[config.mk]
export PLATFORM = sky130hd
export DESIGN_NAME = pfa_ram
export DESIGN_NICKNAME = d
export VERILOG_FILES = /design/src/rtl/core/pfa_ram.sv
export SDC_FILE = /design/constraint.sdc
export NUM_CORES = 1
export LEC_CHECK = 0
export BUFFER_PORTS_ARGS = -buffer_cell sky130_fd_sc_hd__buf_4
export CAP_MARGIN = 20
export CORE_MARGIN = 2
export CORE_UTILIZATION = 30
export DETAILED_ROUTE_END_ITERATION = 16
export PLACE_DENSITY_LB_ADDON = 0.25
export RECOVER_POWER = 25
export SLEW_MARGIN = 15
export SYNTH_ARGS = -nofsm -noshare
export SYNTH_HDL_FRONTEND = slang
export SYNTH_SLANG_ARGS = --single-unit
export TNS_END_PERCENT = 50
[constraint.sdc]
create_clock -name clock -period 2.9 [get_ports clock]
set_clock_uncertainty 0.2 [all_clocks]
set_input_delay 0.145 -clock clock [delete_from_list [all_inputs] [get_ports clock]]
set_output_delay 0.145 -clock clock [all_outputs]
set_load 0.05 [all_outputs]
[src/rtl/core/pfa_ram.sv]
// ----------------------------------------------------------------------------
// Generic single-port-write RAM
// One write port and one read port, with the read data registered.
// ----------------------------------------------------------------------------
module pfa_ram #(
   parameter int WIDTH = 8,
   parameter int DEPTH = 16
) (
   input  logic                     clock,
   input  logic                     wr_en,
   input  logic [$clog2(DEPTH)-1:0] wr_addr,
   input  logic [WIDTH-1:0]         wr_data,
   input  logic                     rd_en,
   input  logic [$clog2(DEPTH)-1:0] rd_addr,
   output logic [WIDTH-1:0]         rd_data
);

   logic [WIDTH-1:0] mem_ff [DEPTH];
   logic [WIDTH-1:0] rd_data_ff;

   always_ff @(posedge clock) begin
      if (wr_en) begin
         mem_ff[wr_addr] <= wr_data;
      end
      if (rd_en) begin
         rd_data_ff <= mem_ff[rd_addr];
      end
   end

   assign rd_data = rd_data_ff;

endmodule

### After elaboration in Yosys (flattened, before gate mapping)

Memory sizes are Yosys's and may differ from the RTL's. A register that Yosys moved wholly into a read port is not among the register bits.
Cells that the tools add are included.

* register bits: 0
* memory bits (writable): 128
* input bits: 19
* output and inout port bits: 8
* word-level logic and storage cells: 3
* memories kept: 1

Memory list
* mem_ff: depth 16, bits a word 8, rd ports 1, clocked after memory_dff 1, write ports 1, line 18 `logic [WIDTH-1:0] mem_ff [DEPTH];`

* multiplexer cells: 2

Operators with widths (count)
* $mux W1: 2

### Longest topological paths before layout

* depth in word-level cells: 2
* depth in mapped cells: 5
* depth with buffers taken out: 3

### Worst setup path after synthesis

OpenSTA, ideal clock, no wires.

* path kind: input port to flip-flop
* from: input wr_addr[2]
* to: memory mem_ff[0][0], enable pin
* library setup time: 0.383 ns
* data arrival time: 1.255 ns
* data required time: 2.317 ns
* path slack: 1.062 ns
* stages: 2
* buffers on the path: 0
* cell sequence: or3b_2 nor3_1

RTL lines
* from (decl): line 11 `input logic [$clog2(DEPTH)-1:0] wr_addr,`
* to (decl): line 18

Straight into the memory's write port.

==> flow_summary.yaml <==
synthesis:
  synth_edf_count: 136
  yosys.area.top_type: "edfxtp_1"
  syn-num-nets: 248
  ys_warn_count: 0
  syn_inst: 229
  netlist_area_sq_um: 5230
  dominantRegCellSynth: "edfxtp_1"
  avgSynthCellArea_sq_um: 22.8
  synthTopCellsByArea: "edfxtp_1 78%, mux4_2 7.8%, mux4_1 7.0%"
  seq_area_frac_synth_pct: 78.1
  synth_most_common_cell: "edfxtp_1"
  synth.distinct_cells: 18
  ys_async_sr_fraction_pct: 0
  ys_ff_latch: 136
  synth_top_cell_area_share_pct: 78.1
  synthTopCellsByCount: "136 x edfxtp_1, 18 x mux4_2, 16 x a22oi_1, 14 x mux4_1, 13 x nor2_1"
sta:
  layout_worst_path_cycle_share_pct: 60.3
  fin_crit_ns: 1.75
  hold_slack_ns: 0.0567
  drv_slew: 0
  fmax_mhz: 572
  finalHoldViolCount: 0
  setup_viol: 0
  max_slew.worst_pin.slew_ns: 0.817
  slew_headroom_pct: 45.4
  setup_tns_ns: 0
  rsz0062_at_grt: "false"
finish:
  seq_area_sq_um: 4080
  areaGrowthSynthToFinish_pct: 23.2
  final_cells: 528
  fillers: 1634
  fin_area_sq_um: 6440
  multiInputGateArea_sq_um: 1060
  fin_nets: 309
  drive_above_1_share_pct: 27.7
  antenna_cells: 0
critical_path:
  path_depth: 5
  cp-end-kind: "register"
  crit_top_cell: "buf_4"
  r2r-start: "mem_ff[1][0]$_DFFE_PP_"
  critPathTopFamily: "buffers and inverters"
  r2r-end: "rd_data[0]$_DFFE_PP_"
  start_kind: "primary input"
  worst-path-buf-inv: 2
  worstPathArrival_ns: 1.70
  critPathMaxStageDelay_ns: 0.55
  r2r_cells: 3
  worstPathCellList: "buf_4 > buf_4 > mux4_1 > a22oi_1 > nand2_1"
  crit_type: "primary input to register"
  required_ns: 2.85
  critical-path-slowest-cell: "mux4_1"
  ff2ff_setup_slack_ns: 1.19
  cp_max_fo: 27
placement:
  dp.cells: 487
  dpl_cell_area_sq_um: 5750
  port_buffers: 26
  routabilityCongestion: 0.716
  hpwl_um: 6530
detailed_routing:
  totalWireLength_um: 10600
  drt-initial-drc-count: 255
  num_vias: 2454
  final_antenna_net_count: 0
  drc: 0
  dr.pass1.iters: 4
  routed_via_density: 4.65
  wl_per_cell_um: 20.1
pwr:
  ir_drop_mv: 0.400
  power.leakage_nw: 2.13
  power.density_nw_per_um2: 737
  power_w: 0.00475
floorplanning:
  die-area_sq_um: 18500
  io_pins: 27
  rows: 48
  design.core.area_sq_um: 17200
  fp.dieW_um: 136
  initial_core_util_pct: 30.4
  fp.dieH_um: 136
clock_network:
  clk-insertion-delay-late_ns: 0.41
  clockBufferDepth: 2
  cts_num_sinks: 136
  post_cts_buffers: 0
  cts_made_buffers: 17
  cts_tree: "yes"
  cts.clk_slew.worst_paths_ns: 0.06
  cts.htree.levels: 4
  cts-root-buf: "clkbuf_16"
  ctsResizeCount: 0
global_route:
  grt_overflow: 0
  grt_start_max_net_pins: 33
  grt_pass1_wl_um: 16300
  grt_pass1_vias: 2648
  grtUsageTotal_pct: 12.8
  antenna_found_initial: 0
hold_path:
  worstHoldStart: "wr_addr[0]"
  min_to: "mem_ff[0][6]$_DFFE_PP_"
  hp-class: "primary input to register"
  holdPathStages: 3
flow_run:
  cap_violations: 0
status:
  status: "finished, final reports clean"
==> layer usage <==
| metal | global-route usage, % | part of all wire (%) | vias up |
|---|---|---|---|
| met5 | 0 | 0 | - |
| met2 | 19.0 | 47 | 73 |
| met4 | 5.03 | 1.3 | 0 |
| li1 | - | - | 1107 |
| met1 | 17.4 | 46 | 1264 |
| met3 | 4.36 | 6.2 | 10 |
==> stage by stage <==
stage,worst slack (ns),utilization (%)
finish,1.15,37.5
global route,0.997,37.5
CTS,1.14,37.7
detailed placement,0.696,33.4
global placement,0.693,33.4
floorplan,1.06,-
==> worst register-to-register path, delay by kind of cell, from the launching register on <==
kind             cells  cell delay, ns
flip-flops           1            0.34
AO/OA/AOI/OAI        1            0.30
AND/OR/NAND/NOR      1            0.10
multiplexers         1            0.51
==> how the worst max path moves through the flow <==
| stage | from | end |
|---|---|---|
| after detailed placement | rd_addr[0] | rd_data[1]$_DFFE_PP_ |
| after global placement | rd_addr[0] | rd_data[2]$_DFFE_PP_ |
| after CTS | rd_addr[0] | rd_data[1]$_DFFE_PP_ |
| after global routing | rd_addr[0] | rd_data[2]$_DFFE_PP_ |
| final | rd_addr[0] | rd_data[2]$_DFFE_PP_ |
| after floorplan | wr_addr[2] | mem_ff[0][0]$_DFFE_PP_ |
==> repair_timing <==
action	4_1_cts	5_1_grt
endpoints found under the setup margin	0	0
hold endpoints to repair	136	0
hold buffers	9	0
==> where the power goes <==
part           leakage, nW  switching, W  internal, W
clock                0.301      0.000765      0.00151
sequential            1.24     0.0000112      0.00222
combinational        0.597      0.000149    0.0000985
total                 2.13      0.000926      0.00382
==> layout make-up <==
type	instances	area share (%)
Multi-Input combinational cell	83	16.4
Sequential cell	136	63.4
Clock inverter	15	3.22
Clock buffer	17	6.60
Tap cell	225	4.37
Timing Repair Buffer	52	6.00
==> flip-flops by register name, summed over array words and instances (netlist names) <==
register  cells
mem_ff      128
rd_data       8
==> placed cells by master, fill, tap and decap left out, drive strengths merged <==
master,count
a22oi,16
and2,1
and2b,1
buf,36
bufinv,5
clkbuf,24
clkinv,7
clkinvlp,3
dlygate4sd3,9
edfxtp,136
mux4,32
nand2,9
nand2b,2
nand3,1
nand3b,2
nor2,13
nor2b,1
nor3,4
or3b,1
==> cell families after synthesis <==
kind of cell    count (synthesis)  share of synthesized area, %
buf+inv                        10                          1.65
flops                         136                          78.1
mux                            32                          14.8
compound gates                 16                          2.30
simple gates                   35                          3.14
Power figures use the tool's default switching activity.
