==> src/rtl/core/pfa_pkg.sv <==
// ----------------------------------------------------------------------------
// Page allocator package
// Types, field widths, status codes and register indexes that the page-run
// first-fit allocator shares between its files.
// ----------------------------------------------------------------------------
package pfa_pkg;

   localparam int NUM_PAGES_DEF = 1024;

   localparam int PAGE_W     = 10;
   localparam int COUNT_W    = 11;
   localparam int STATUS_W   = 3;
   localparam int CSR_IDX_W  = 1;
   localparam int CSR_DATA_W = 10;

   localparam logic [0:0] OP_ALLOC = 1'b0;
   localparam logic [0:0] OP_FREE  = 1'b1;

   localparam logic [STATUS_W-1:0] ST_OK      = 3'd0;
   localparam logic [STATUS_W-1:0] ST_NO_FIT  = 3'd1;
   localparam logic [STATUS_W-1:0] ST_RANGE   = 3'd2;
   localparam logic [STATUS_W-1:0] ST_REGION  = 3'd3;
   localparam logic [STATUS_W-1:0] ST_UNALLOC = 3'd4;
   localparam logic [STATUS_W-1:0] ST_OFF     = 3'd5;

   localparam logic [CSR_IDX_W-1:0] CSR_REGION_START = 1'd0;
   localparam logic [CSR_IDX_W-1:0] CSR_FIRST_FIT    = 1'd1;

   typedef struct packed {
      logic [0:0]         opcode;
      logic [COUNT_W-1:0] page_count;
      logic [PAGE_W-1:0]  page_index;
   } pfa_req_type;

   typedef struct packed {
      logic [STATUS_W-1:0] status;
      logic [PAGE_W-1:0]   start_page;
      logic [COUNT_W-1:0]  freed_pages;
   } pfa_rsp_type;

   typedef struct packed {
      logic [PAGE_W-1:0] region_start_page;
      logic              first_fit_enabled;
   } pfa_cfg_type;

endpackage

==> src/rtl/core/pfa_engine.sv <==
// ----------------------------------------------------------------------------
// Page allocator engine
// Sequencer that clears the mark memory after reset, scans it for free runs,
// writes run marks, clears freed runs and holds the result register.
// ----------------------------------------------------------------------------
module pfa_engine #(
   parameter int NUM_PAGES = pfa_pkg::NUM_PAGES_DEF
) (
   input  logic                                 clock,
   input  logic                                 reset,
   input  pfa_pkg::pfa_cfg_type                 cfg,
   input  logic                                 req_valid,
   output logic                                 req_ready,
   input  pfa_pkg::pfa_req_type                 req_payload,
   output logic                                 rsp_valid,
   input  logic                                 rsp_ready,
   output pfa_pkg::pfa_rsp_type                 rsp_payload,
   output logic                                 mem_wr_en,
   output logic [$clog2(NUM_PAGES)-1:0]         mem_wr_addr,
   output logic [$clog2(NUM_PAGES+1)-1:0]       mem_wr_data,
   output logic                                 mem_rd_en,
   output logic [$clog2(NUM_PAGES)-1:0]         mem_rd_addr,
   input  logic [$clog2(NUM_PAGES+1)-1:0]       mem_rd_data
);

   import pfa_pkg::*;

   localparam int IDX_W  = $clog2(NUM_PAGES);
   localparam int MARK_W = $clog2(NUM_PAGES + 1);
   localparam int CW     = (MARK_W > COUNT_W) ? MARK_W : COUNT_W;
   localparam logic [CW-1:0] NUM_C  = CW'(NUM_PAGES);
   localparam logic [CW-1:0] LAST_C = CW'(NUM_PAGES - 1);
   localparam logic [CW-1:0] ONE_C  = CW'(1);

   localparam logic [2:0] S_CLEAR = 3'd0;
   localparam logic [2:0] S_IDLE  = 3'd1;
   localparam logic [2:0] S_SCAN  = 3'd2;
   localparam logic [2:0] S_MARK  = 3'd3;
   localparam logic [2:0] S_FCHK  = 3'd4;
   localparam logic [2:0] S_FCLR  = 3'd5;
   localparam logic [2:0] S_DONE  = 3'd6;

   logic [2:0]    state_ff, state_in;
   logic [CW-1:0] ip_ff, ip_in;
   logic [CW-1:0] ep_ff, ep_in;
   logic          rdv_ff, rdv_in;
   logic [CW-1:0] run_ff, run_in;
   logic [CW-1:0] cnt_ff, cnt_in;
   logic [CW-1:0] q_ff, q_in;
   logic [CW-1:0] end_ff, end_in;
   pfa_rsp_type   res_ff, res_in;
   logic          rsp_valid_ff, rsp_valid_in;
   pfa_rsp_type   rsp_data_ff, rsp_data_in;

   logic [CW-1:0] idx_ext;
   logic [CW-1:0] cnt_ext;
   logic [CW-1:0] start_ext;
   logic [CW-1:0] mark_ext;
   logic [CW-1:0] mark_bound;
   logic [CW-1:0] run_next;
   logic [CW-1:0] first_page;
   logic [CW-1:0] q_next;

   assign idx_ext    = CW'(req_payload.page_index);
   assign cnt_ext    = CW'(req_payload.page_count);
   assign start_ext  = CW'(cfg.region_start_page);
   assign mark_ext   = CW'(mem_rd_data);
   assign mark_bound = (mark_ext > NUM_C) ? NUM_C : mark_ext;
   assign run_next   = (mem_rd_data == '0) ? run_ff + ONE_C : '0;
   assign first_page = ep_ff + ONE_C - cnt_ff;
   assign q_next     = q_ff + ONE_C;

   always_comb begin
      state_in     = state_ff;
      ip_in        = ip_ff;
      ep_in        = ep_ff;
      rdv_in       = 1'b0;
      run_in       = run_ff;
      cnt_in       = cnt_ff;
      q_in         = q_ff;
      end_in       = end_ff;
      res_in       = res_ff;
      rsp_valid_in = rsp_valid_ff;
      rsp_data_in  = rsp_data_ff;
      mem_rd_en    = 1'b0;
      mem_rd_addr  = ip_ff[IDX_W-1:0];
      mem_wr_en    = 1'b0;
      mem_wr_addr  = q_ff[IDX_W-1:0];
      mem_wr_data  = '0;
      req_ready    = (state_ff == S_IDLE);

      if (rsp_valid_ff && rsp_ready) begin
         rsp_valid_in = 1'b0;
      end

      unique case (state_ff)
         S_CLEAR: begin
            mem_wr_en = 1'b1;
            q_in      = q_next;
            if (q_ff == LAST_C) begin
               q_in     = '0;
               state_in = S_IDLE;
            end
         end
         S_IDLE: begin
            if (req_valid) begin
               res_in = '0;
               if (req_payload.opcode == OP_ALLOC) begin
                  if (!cfg.first_fit_enabled) begin
                     res_in.status = ST_OFF;
                     state_in      = S_DONE;
                  end else if (cnt_ext == '0) begin
                     res_in.status = ST_RANGE;
                     state_in      = S_DONE;
                  end else if (start_ext >= NUM_C) begin
                     res_in.status = ST_NO_FIT;
                     state_in      = S_DONE;
                  end else begin
                     ip_in    = start_ext;
                     run_in   = '0;
                     cnt_in   = cnt_ext;
                     state_in = S_SCAN;
                  end
               end else begin
                  if (idx_ext >= NUM_C) begin
                     res_in.status = ST_RANGE;
                     state_in      = S_DONE;
                  end else if (idx_ext < start_ext) begin
                     res_in.status = ST_REGION;
                     state_in      = S_DONE;
                  end else begin
                     mem_rd_en   = 1'b1;
                     mem_rd_addr = idx_ext[IDX_W-1:0];
                     q_in        = idx_ext;
                     state_in    = S_FCHK;
                  end
               end
            end
         end
         S_SCAN: begin
            if (ip_ff < NUM_C) begin
               mem_rd_en = 1'b1;
               rdv_in    = 1'b1;
               ip_in     = ip_ff + ONE_C;
               ep_in     = ip_ff;
            end
            if (rdv_ff) begin
               run_in = run_next;
               if (run_next == cnt_ff) begin
                  q_in              = first_page;
                  end_in            = ep_ff + ONE_C;
                  res_in.start_page = PAGE_W'(first_page);
                  state_in          = S_MARK;
               end else if (ep_ff == LAST_C) begin
                  res_in.status = ST_NO_FIT;
                  state_in      = S_DONE;
               end
            end
         end
         S_MARK: begin
            mem_wr_en   = 1'b1;
            mem_wr_data = end_ff[MARK_W-1:0];
            q_in        = q_next;
            if (q_next == end_ff) begin
               state_in = S_DONE;
            end
         end
         S_FCHK: begin
            if (mem_rd_data == '0) begin
               res_in.status = ST_UNALLOC;
               state_in      = S_DONE;
            end else begin
               end_in             = mark_bound;
               res_in.freed_pages = COUNT_W'(mark_bound - q_ff);
               state_in           = S_FCLR;
            end
         end
         S_FCLR: begin
            mem_wr_en = 1'b1;
            q_in      = q_next;
            if (q_next == end_ff) begin
               state_in = S_DONE;
            end
         end
         S_DONE: begin
            if (!rsp_valid_ff || rsp_ready) begin
               rsp_valid_in = 1'b1;
               rsp_data_in  = res_ff;
               state_in     = S_IDLE;
            end
         end
         default: begin
            state_in = S_IDLE;
         end
      endcase
   end

   always_ff @(posedge clock) begin
      if (reset) begin
         state_ff     <= S_CLEAR;
         q_ff         <= '0;
         rdv_ff       <= 1'b0;
         rsp_valid_ff <= 1'b0;
      end else begin
         state_ff     <= state_in;
         q_ff         <= q_in;
         rdv_ff       <= rdv_in;
         rsp_valid_ff <= rsp_valid_in;
      end
   end

   always_ff @(posedge clock) begin
      ip_ff       <= ip_in;
      ep_ff       <= ep_in;
      run_ff      <= run_in;
      cnt_ff      <= cnt_in;
      end_ff      <= end_in;
      res_ff      <= res_in;
      rsp_data_ff <= rsp_data_in;
   end

   assign rsp_valid   = rsp_valid_ff;
   assign rsp_payload = rsp_data_ff;

endmodule

==> config.mk <==
export PLATFORM = sky130hd
export DESIGN_NAME = pfa_engine
export DESIGN_NICKNAME = d
export VERILOG_FILES = /design/src/rtl/core/pfa_pkg.sv /design/src/rtl/core/pfa_engine.sv
export SDC_FILE = /design/constraint.sdc
export NUM_CORES = 1
export LEC_CHECK = 0
export ABC_AREA = 1
export ABC_CLOCK_PERIOD_IN_PS = 4010
export BUFFER_PORTS_ARGS = -buffer_cell sky130_fd_sc_hd__buf_2
export CAP_MARGIN = 0
export CORE_MARGIN = 4
export CORE_UTILIZATION = 55
export DETAILED_ROUTE_END_ITERATION = 8
export PLACE_DENSITY = 0.78
export SETUP_SLACK_MARGIN = 0.2
export SYNTH_ARGS = -nofsm -noshare
export SYNTH_HDL_FRONTEND = slang
export SYNTH_SLANG_ARGS = --single-unit
export TNS_END_PERCENT = 5
==> constraint.sdc <==
create_clock -name clock -period 4.01 [get_ports clock]
set_input_delay 0.2005 -clock clock [delete_from_list [all_inputs] [get_ports clock]]
set_output_delay 0.2005 -clock clock [all_outputs]
set_load 0.01 [all_outputs]
# ---- Yosys cells after proc, flatten, opt, wreduce, memory -nomap -nowiden
# Cells that the tools add are included.
dict set report totals {
  ff_bits 119
  input_bits 48
  out_inout_bits 59
}
dict set report classes {
  n_addsub 6
  magnitude_cmp 5
  eq_ne 29
  mux 75
  bitwise_logic 4
  n_reduce_logical 25
}
# cell n
set op_table {}
lappend op_table {{$mux 11} 26}
lappend op_table {{$pmux 11 s2} 4}
lappend op_table {{$mux 10} 6}
lappend op_table {{$mux 3} 16}
lappend op_table {{$add 11x1->11 const B} 4}
lappend op_table {{$pmux 11 s4} 1}
lappend op_table {{$ne 2x2->1 const B} 16}
lappend op_table {{$mux 24} 1}
lappend op_table {{$eq 11x10->1 const B} 2}
lappend op_table {{$eq 11x11->1} 2}
lappend op_table {{$ge 10x11->1 const B} 2}
lappend op_table {{$logic_not 11->1} 2}
lappend op_table {{$sub 11x11->11} 2}
lappend op_table {{$reduce_and 7->1} 3}
lappend op_table {{$pmux 10 s2} 1}
lappend op_table {{$pmux 3 s6} 1}
lappend op_table {{$reduce_and 6->1} 3}
lappend op_table {{$mux 13} 1}
lappend op_table {{$mux 2} 6}
lappend op_table {{$gt 11x11->1 const B} 1}
lappend op_table {{$lt 11x11->1 const B} 1}
lappend op_table {{$lt 10x10->1} 1}
lappend op_table {{$mux 1} 10}
lappend op_table {{$eq 3x3->1 const B} 3}
lappend op_table {{other kinds (19)} 29}

# ---- Longest topological paths before layout
# Gate-level depths: netlist of the first run.
dict set report depth {
  depth_word 7
  ltp_mapped 20
}

# ---- Least setup slack after synthesis of the first run
# No wires, ideal clock.
dict set report synth_path {
  path_type {reg2reg}
  start {register state_ff[2]}
  end {register ip_ff[0] (enable)}
  t_arrival_ns 2.560
  slack_ns 1.053
  stages_incl_launch_ff 7
  path_buffers 1
  synth_period_minus_slack_ns 2.957
  cell_sequence {dfxtp_1 > buf_2 > nor3_4 > inv_2 > nor2_1 > inv_1 > a211oi_1}
}
dict set report synth_between {
  elab_chain_cells 3
}
# item line_no
set synth_lines {}
lappend synth_lines {{start, declared} pfa_engine.sv:43} ;# logic [2:0] state_ff, state_in;
lappend synth_lines {{start signal, assigned} pfa_engine.sv:205} ;# state_ff <= state_in;
lappend synth_lines {{$eq 3x2->1 or $eq 3x1->1 (tied branches)} pfa_engine.sv:96} ;# unique case (state_ff)
lappend synth_lines {{$ne 2x2->1 (no source line) or $reduce_bool 2->1 (tied branches)} --}
lappend synth_lines {{$reduce_and 7->1 (no source line) (*)} --}
lappend synth_lines {{end signal, assigned} pfa_engine.sv:213} ;# ip_ff <= ip_in;
lappend synth_lines {{end, declared} pfa_engine.sv:44} ;# logic [CW-1:0] ip_ff, ip_in;
# Every way passes the cells marked *; elsewhere a longest branch is shown, timed or not.
# A chain may end at the register's enable or synchronous reset.

# ---- Final worst setup path of the first run
dict set report layout_path {
  start {register run_ff[0]}
  end {register res_ff[12] in the netlist's numbering (enable)}
}
dict set report layout_between {
  elab_chain_cells 5
}
# item line_no
set layout_lines {}
lappend layout_lines {{start, declared} pfa_engine.sv:47} ;# logic [CW-1:0] run_ff, run_in;
lappend layout_lines {{start signal, assigned} pfa_engine.sv:215} ;# run_ff <= run_in;
lappend layout_lines {{$add 11x1->11} pfa_engine.sv:69} ;# assign run_next = (mem_rd_data == '0) ? run_ff + ONE_C : '0;
lappend layout_lines {{$mux 11} pfa_engine.sv:69}
lappend layout_lines {{$eq 11x11->1} pfa_engine.sv:149} ;# if (run_next == cnt_ff) begin
lappend layout_lines {{$ne 2x2->1 (no source line)} --}
lappend layout_lines {{$reduce_and 4->1 (no source line)} --}
lappend layout_lines {{end signal, assigned} pfa_engine.sv:218} ;# res_ff <= res_in;
lappend layout_lines {{end, declared} pfa_engine.sv:51} ;# pfa_rsp_type res_ff, res_in;
# No other way between the ends.

==> results of run 1 <==
## flip-flops by register name, summed over array words and instances, names as in the netlist
signal,count
cnt_ff,11
end_ff,11
ep_ff,11
ip_ff,11
q_ff,11
rdv_ff,1
res_ff,24
rsp_payload,24
rsp_valid,1
run_ff,11
state_ff,3
## area by class of cell
class	count	area (µm²)
Clock buffer	17	425.4
Inverter	145	544.3
Fill cell	1130	4375
Sequential cell	119	3413
Tap cell	176	220.2
Multi-Input combinational cell	686	3491
Clock inverter	14	222.7
Timing Repair Buffer	126	708.2
## synthesized netlist by cell type, types with 13 or more instances
| master | count | area [µm²] |
|---|---|---|
| edfxtp_1 | 103 | 3093 |
| nand3_1 | 79 | 395.4 |
| nor3_1 | 13 | 65.06 |
| nor2_1 | 143 | 536.8 |
| ha_1 | 33 | 412.9 |
| nand2_1 | 228 | 855.8 |
| nand4_1 | 17 | 106.4 |
| o21ai_0 | 49 | 245.2 |
| dfxtp_1 | 16 | 320.3 |
| inv_1 | 142 | 533.0 |
| a21oi_1 | 53 | 265.3 |
## per-layer routing
metal / track usage, % / routed length, µm / up-vias
met1: 37.96 / 8968 / 3219
met3: 6.435 / 2267 / 74
met4: 11.61 / 794 / 0
met2: 42.61 / 9771 / 442
li1: - / - / 3487
met5: 0 / 0 / -
## critical path: cells and delay by family (launching register included)
family                   cells  cell delay, ps
AO/OA/AOI/OAI                2            1040
flip-flops                   1             440
buffers and inverters        1             100
AND/OR/NAND/NOR              7             770
adder cells (fa/ha/maj)      1             310
## power by group
group,internal [µW],leakage (µW),switching [µW]
sequential,1710,0.00108,219
combinational,595,0.00279,1210
clock,1100,0.000312,566
total,3410,0.00419,2000
## through the flow
step | worst slack [ps] | util [%] | instance area (µm²) | power, µW
floorplan | 1053 | - | 7617 | 3152
global placement | 1051 | 61.69 | 8267 | 3660
detailed placement | 1073 | 61.69 | 8267 | 3680
CTS | 994.6 | 67.35 | 9025 | 5370
global route | 608.0 | 67.35 | 9025 | 5710
finish | 976.6 | 67.35 | 9025 | 5410
## worst max-delay path by stage
| stage | endpoint | slack (ps) | from |
|---|---|---|---|
| global placement | q_ff[9]$_SDFFE_PP0P_ | 1050 | ep_ff[0]$_DFFE_PP_ |
| CTS | res_ff[12]$_SDFFCE_PN0P_ | 990 | run_ff[0]$_SDFFCE_PN0P_ |
| floorplan | ip_ff[0]$_DFFE_PP_ | 1050 | state_ff[2]$_SDFFE_PP0P_ |
| detailed placement | res_ff[18]$_SDFFCE_PN0P_ | 1070 | run_ff[0]$_SDFFCE_PN0P_ |
| global route | q_ff[9]$_SDFFE_PP0P_ | 610 | ep_ff[0]$_DFFE_PP_ |
| finish | res_ff[12]$_SDFFCE_PN0P_ | 980 | run_ff[0]$_SDFFCE_PN0P_ |
## kinds of logic (layout without fill, tap and decap cells)
logic type                 Yosys count  after routing  share of synthesized area, %
DFF                                119            119                         44.81
buffers and inverters              173            302                         9.428
xor gates and xnor gates             9              9                         1.035
adders and majority gates           35             35                         5.946
and+or+nand+nor                    499            499                         27.97
AOI/OAI and AO/OA                  143            143                         10.81
==> results.json, run 1 <==
{
  "final_cell_mix": "nand2_1 (228), nor2_1 (143), inv_1 (142)",
  "portBuffers": 106,
  "ant_nets": 0,
  "drt-total-wl_um": 21800,
  "ys_seq_elements": 119,
  "synthArstFlopShare_pct": 0,
  "powerDensity_nw_per_um2": 599.5,
  "worstSetupEndpointType": "flop",
  "outcome": "complete, no violations",
  "dieArea_um2": 15800,
  "min-delay-start": "reset",
  "grt_pass1_vias": 6604,
  "leakagePower_uw": 0.004187,
  "drive_above_1_share_pct": 14.72,
  "r2r-end": "res_ff[12]$_SDFFCE_PN0P_",
  "hp-class": "in2reg",
  "final_common_cell": "nand2_1",
  "startpoint_type": "flop",
  "holdPathEnd": "q_ff[7]$_SDFFE_PP0P_",
  "period_share_pct": 75.64,
  "cp_common_cell": "nand2_1",
  "r2r_start": "run_ff[0]$_SDFFCE_PN0P_",
  "grt_setup_unrepaired": "no",
  "rrSetupSlack_ps": 980,
  "yosysWarnings": 0,
  "syn_area_um2": 7617,
  "critPathMaxFanout": 10,
  "fin_skew_ps": 10.40,
  "clkLatencyLatePin_ps": 420,
  "maxSlewHeadroom_pct": 31.95,
  "place_inst": 1241,
  "die_y_um": 125.7,
  "critPathSlowestCell": "a21oi_1",
  "cts-htree-levels": 4,
  "synth_cell_types": 50,
  "cap_violations": 0,
  "initial_core_util_pct": 56.84,
  "worst_pin_slew_ps": 995.0,
  "tritoncts": "done",
  "n_antenna_cell": 0,
  "viasPerCell": 5.629,
  "grt_first_pass_wirelength_um": 34620,
  "holdWs_ps": 46.92,
  "arrival_ps": 3070,
  "synth-main-ff-cell": "edfxtp_1",
  "avgSynthCellArea_um2": 7.789,
  "hold_depth": 2,
  "clockBufferDepth": 2,
  "grt_max_degree": 29,
  "final_nets": 1178,
  "gr-total-overflow": 0,
  "drv_slew": 0,
  "finalHoldViolCount": 0,
  "r2r_cells": 11,
  "setup_tns_ps": 0,
  "cts_root_buf": "clkbuf_16",
  "cts_sinks": 119,
  "core_area_um2": 13400,
  "num_rows": 42,
  "ys_seq_area_share_pct": 44.81,
  "period_minus_slack_ps": 3033,
  "clkTransAtPathRegs_ps": 60,
  "drc": 0,
  "postCtsResizedCells": 0,
  "grtUsageTotal_pct": 27.72,
  "slowest_delay_ps": 770,
  "antenna_found_initial": 0,
  "synth_fp_nets": 1061,
  "path_cells": "ha_1 > inv_1 > o21bai_1 > nand4_1 > nand2_1 > nand2_1 > nor2_1 > nand2_1 > nor2_1 > nand3_1 > a21oi_1",
  "wl_per_cell_um": 16.99,
  "dr.pass1.iters": 6,
  "fp.dieW_um": 125.7,
  "postCtsSetupBuffers": 0,
  "route.vias.total": 7222,
  "syn_inst": 978,
  "syn2layout_area_growth_pct": 18.48,
  "required_ps": 4050,
  "crit_type": "reg2reg",
  "stdcell_count": 1283,
  "postCtsHoldBufs": 11,
  "drtIter0Drc": 809,
  "pin_count": 107,
  "synth-edff-count": 103,
  "setup_violations": 0,
  "numCtsBuffers": 17,
  "fmax_mhz": 329.7,
  "vdd_drop_max_mv": 0.3374,
  "gp_congestion": 1.092,
  "hpwl_um": 16530
}
(Power assumes the default switching activity.)
==> inputs of run 2 (changes only) <==
--- a/config.mk
+++ b/config.mk
@@ -6,13 +6,13 @@
 export NUM_CORES = 1
 export LEC_CHECK = 0
 export ABC_AREA = 1
-export ABC_CLOCK_PERIOD_IN_PS = 4010
+export ABC_CLOCK_PERIOD_IN_PS = 2400
 export BUFFER_PORTS_ARGS = -buffer_cell sky130_fd_sc_hd__buf_2
 export CAP_MARGIN = 0
 export CORE_MARGIN = 4
-export CORE_UTILIZATION = 55
+export CORE_UTILIZATION = 53
 export DETAILED_ROUTE_END_ITERATION = 8
-export PLACE_DENSITY = 0.78
+export PLACE_DENSITY = 0.79
 export SETUP_SLACK_MARGIN = 0.2
 export SYNTH_ARGS = -nofsm -noshare
 export SYNTH_HDL_FRONTEND = slang
==> constraint.sdc (replaced) <==
create_clock -name clock -period 2.4 [get_ports clock]
set_input_delay 0.12 -clock clock [delete_from_list [all_inputs] [get_ports clock]]
set_output_delay 0.12 -clock clock [all_outputs]
set_load 0.01 [all_outputs]
==> results.json, run 2 (same netlist as run 1, synthesis figures left out) <==
{
  "wl_per_cell_um": 16.85,
  "violations": "negative setup slack",
  "powerDensity_nw_per_um2": 932.5,
  "cap_violations": 0,
  "gr-total-overflow": 0,
  "num_rows": 43,
  "gp_congestion": 0.9958,
  "dieArea_um2": 16350,
  "hp-class": "in2reg",
  "grtUsageTotal_pct": 28.75,
  "outcome": "complete, but fails checks",
  "fp.dieW_um": 127.9,
  "numCtsBuffers": 17,
  "n_antenna_cell": 0,
  "cts_sinks": 119,
  "cts_root_buf": "clkbuf_16",
  "combPwrFrac_pct": 39.6,
  "period_share_pct": 108.7,
  "r2r_cells": 20,
  "die_y_um": 127.9,
  "grt_max_degree": 27,
  "drt-total-wl_um": 23480,
  "fin_util_pct": 72.21,
  "cts-htree-levels": 4,
  "wl_met1_um": 9414,
  "required_ps": 2710,
  "maxSlewHeadroom_pct": 65.77,
  "dr.pass1.iters": 6,
  "pin_count": 107,
  "setup_violations": 8,
  "initial_core_util_pct": 54.45,
  "dr.max_layer_used": "met4",
  "rrSetupSlack_ps": -210,
  "core_area_um2": 13990,
  "route.vias.total": 7675,
  "met2WireLength_um": 10880,
  "p_clk_share_pct": 26.4,
  "grt_first_pass_wirelength_um": 36510,
  "finalHoldViolCount": 0,
  "p_int_uw": 5850,
  "hpwl_um": 17640,
  "final_nets": 1283,
  "swShare_pct": 37.89,
  "leakagePower_uw": 0.004678,
  "drive_above_1_share_pct": 27.86,
  "worst_pin_slew_ps": 509.1,
  "arrival_ps": 2920,
  "crit_type": "reg2reg",
  "setup_ws_ps": -209.0,
  "ant_nets": 0,
  "worstSetupEndpointType": "flop",
  "vdd_drop_max_mv": 0.8359,
  "r2r-end": "q_ff[9]$_SDFFE_PP0P_",
  "setup_tns_ps": -859.2,
  "crit_end": "q_ff[9]$_SDFFE_PP0P_",
  "clockBufferDepth": 2,
  "grt_pass1_vias": 7146,
  "fmax_mhz": 383.3,
  "clkLatencyLatePin_ps": 420,
  "syn2layout_area_growth_pct": 32.60,
  "drc": 0,
  "final_cell_mix": "nand2_1 (215), inv_1 (131), nor2_1 (128)",
  "grt_setup_unrepaired": "yes",
  "p_total_uw": 9419,
  "power.switching_uw": 3569,
  "wl_met3_um": 2598,
  "drv_slew": 0,
  "tritoncts": "done",
  "fin_skew_ps": 7.427,
  "r2r_start": "ep_ff[1]$_DFFE_PP_",
  "antenna_found_initial": 0,
  "portBuffers": 106,
  "clkTransAtPathRegs_ps": 60,
  "period_minus_slack_ps": 2609,
  "seq_power_share_pct": 34.0,
  "drtIter0Drc": 788,
  "place_ws_ps": -240.2,
  "final_common_cell": "nand2_1",
  "viasPerCell": 5.510,
  "startpoint_type": "flop",
  "critPathMaxFanout": 5,
  "cp-startpoint": "ep_ff[1]$_DFFE_PP_"
}
run 2: power groups by stage:
stage	registers [µW]	logic (µW)	clock network, µW
after floorplan	3120	2160	0
after global placement	3180	3360	0
after detailed placement	3210	3400	0
after CTS	3180	3520	2510
after global routing	3250	4120	2610
final	3200	3730	2490
run 2: worst min-delay path by stage:
stage	slack [ps]	cells past startpoint	to	from
finish	50	4	rsp_valid$_SDFF_PP0_	rsp_ready
global route	70	3	ip_ff[1]$_DFFE_PP_	cfg[2]
CTS	30	4	rsp_valid$_SDFF_PP0_	rsp_ready
detailed placement	310	1	cnt_ff[5]$_DFFE_PP_	req_payload[15]
global placement	310	1	cnt_ff[5]$_DFFE_PP_	req_payload[15]
floorplan	190	1	q_ff[5]$_SDFFE_PP0P_	reset
run 2: routing by layer:
layer | up-vias | global-route usage, %
met3 | 44 | 5.833
li1 | 3696 | -
met2 | 455 | 45.72
met1 | 3480 | 39.24
met4 | 0 | 10.11
met5 | - | 0
run 2: layout make-up:
| type | count | area (µm²) |
|---|---|---|
| Sequential cell | 119 | 3417 |
| Fill cell | 1093 | 3887 |
| Timing Repair Buffer | 231 | 1525 |
| Clock buffer | 18 | 429.2 |
| Tap cell | 180 | 225.2 |
| Multi-Input combinational cell | 686 | 3807 |
| Inverter | 145 | 544.3 |
| Clock inverter | 14 | 152.6 |
run 2: critical path, cell delays in order (launching register included):
cell       delay [ps]
edfxtp_1          410
ha_4              180
nand3_4           110
nor3_4            220
nand2_2            90
nor2_2            140
inv_1              60
nand2_2            70
inv_2              40
ha_4              290
nand2_2            50
nor2_2            120
nand3b_1           90
nand3b_1          130
nand2_1            70
nand2_1            70
nor2_2             40
inv_1              70
o2111ai_2          90
nor2_1            120
nor2_1             40
run 2: what timing repair did:
item,in CTS,in global routing
gates resized for setup,32,63
endpoints found under the hold margin,18,0
setup buffers,3,4
hold buffers,15,0
gates cloned,0,1
setup endpoints to repair,55,73
pin swaps,13,19
run 2: per-stage QoR:
stage	instances	hold slack (ps)	area (µm²)
6_report	1393	47.37	10100
5_1_grt	1393	73.69	10100
3_5_place_dp	1338	312.6	8999
2_1_floorplan	978	191.5	7645
3_3_place_gp	1338	310.9	8999
4_1_cts	1388	27.25	9883
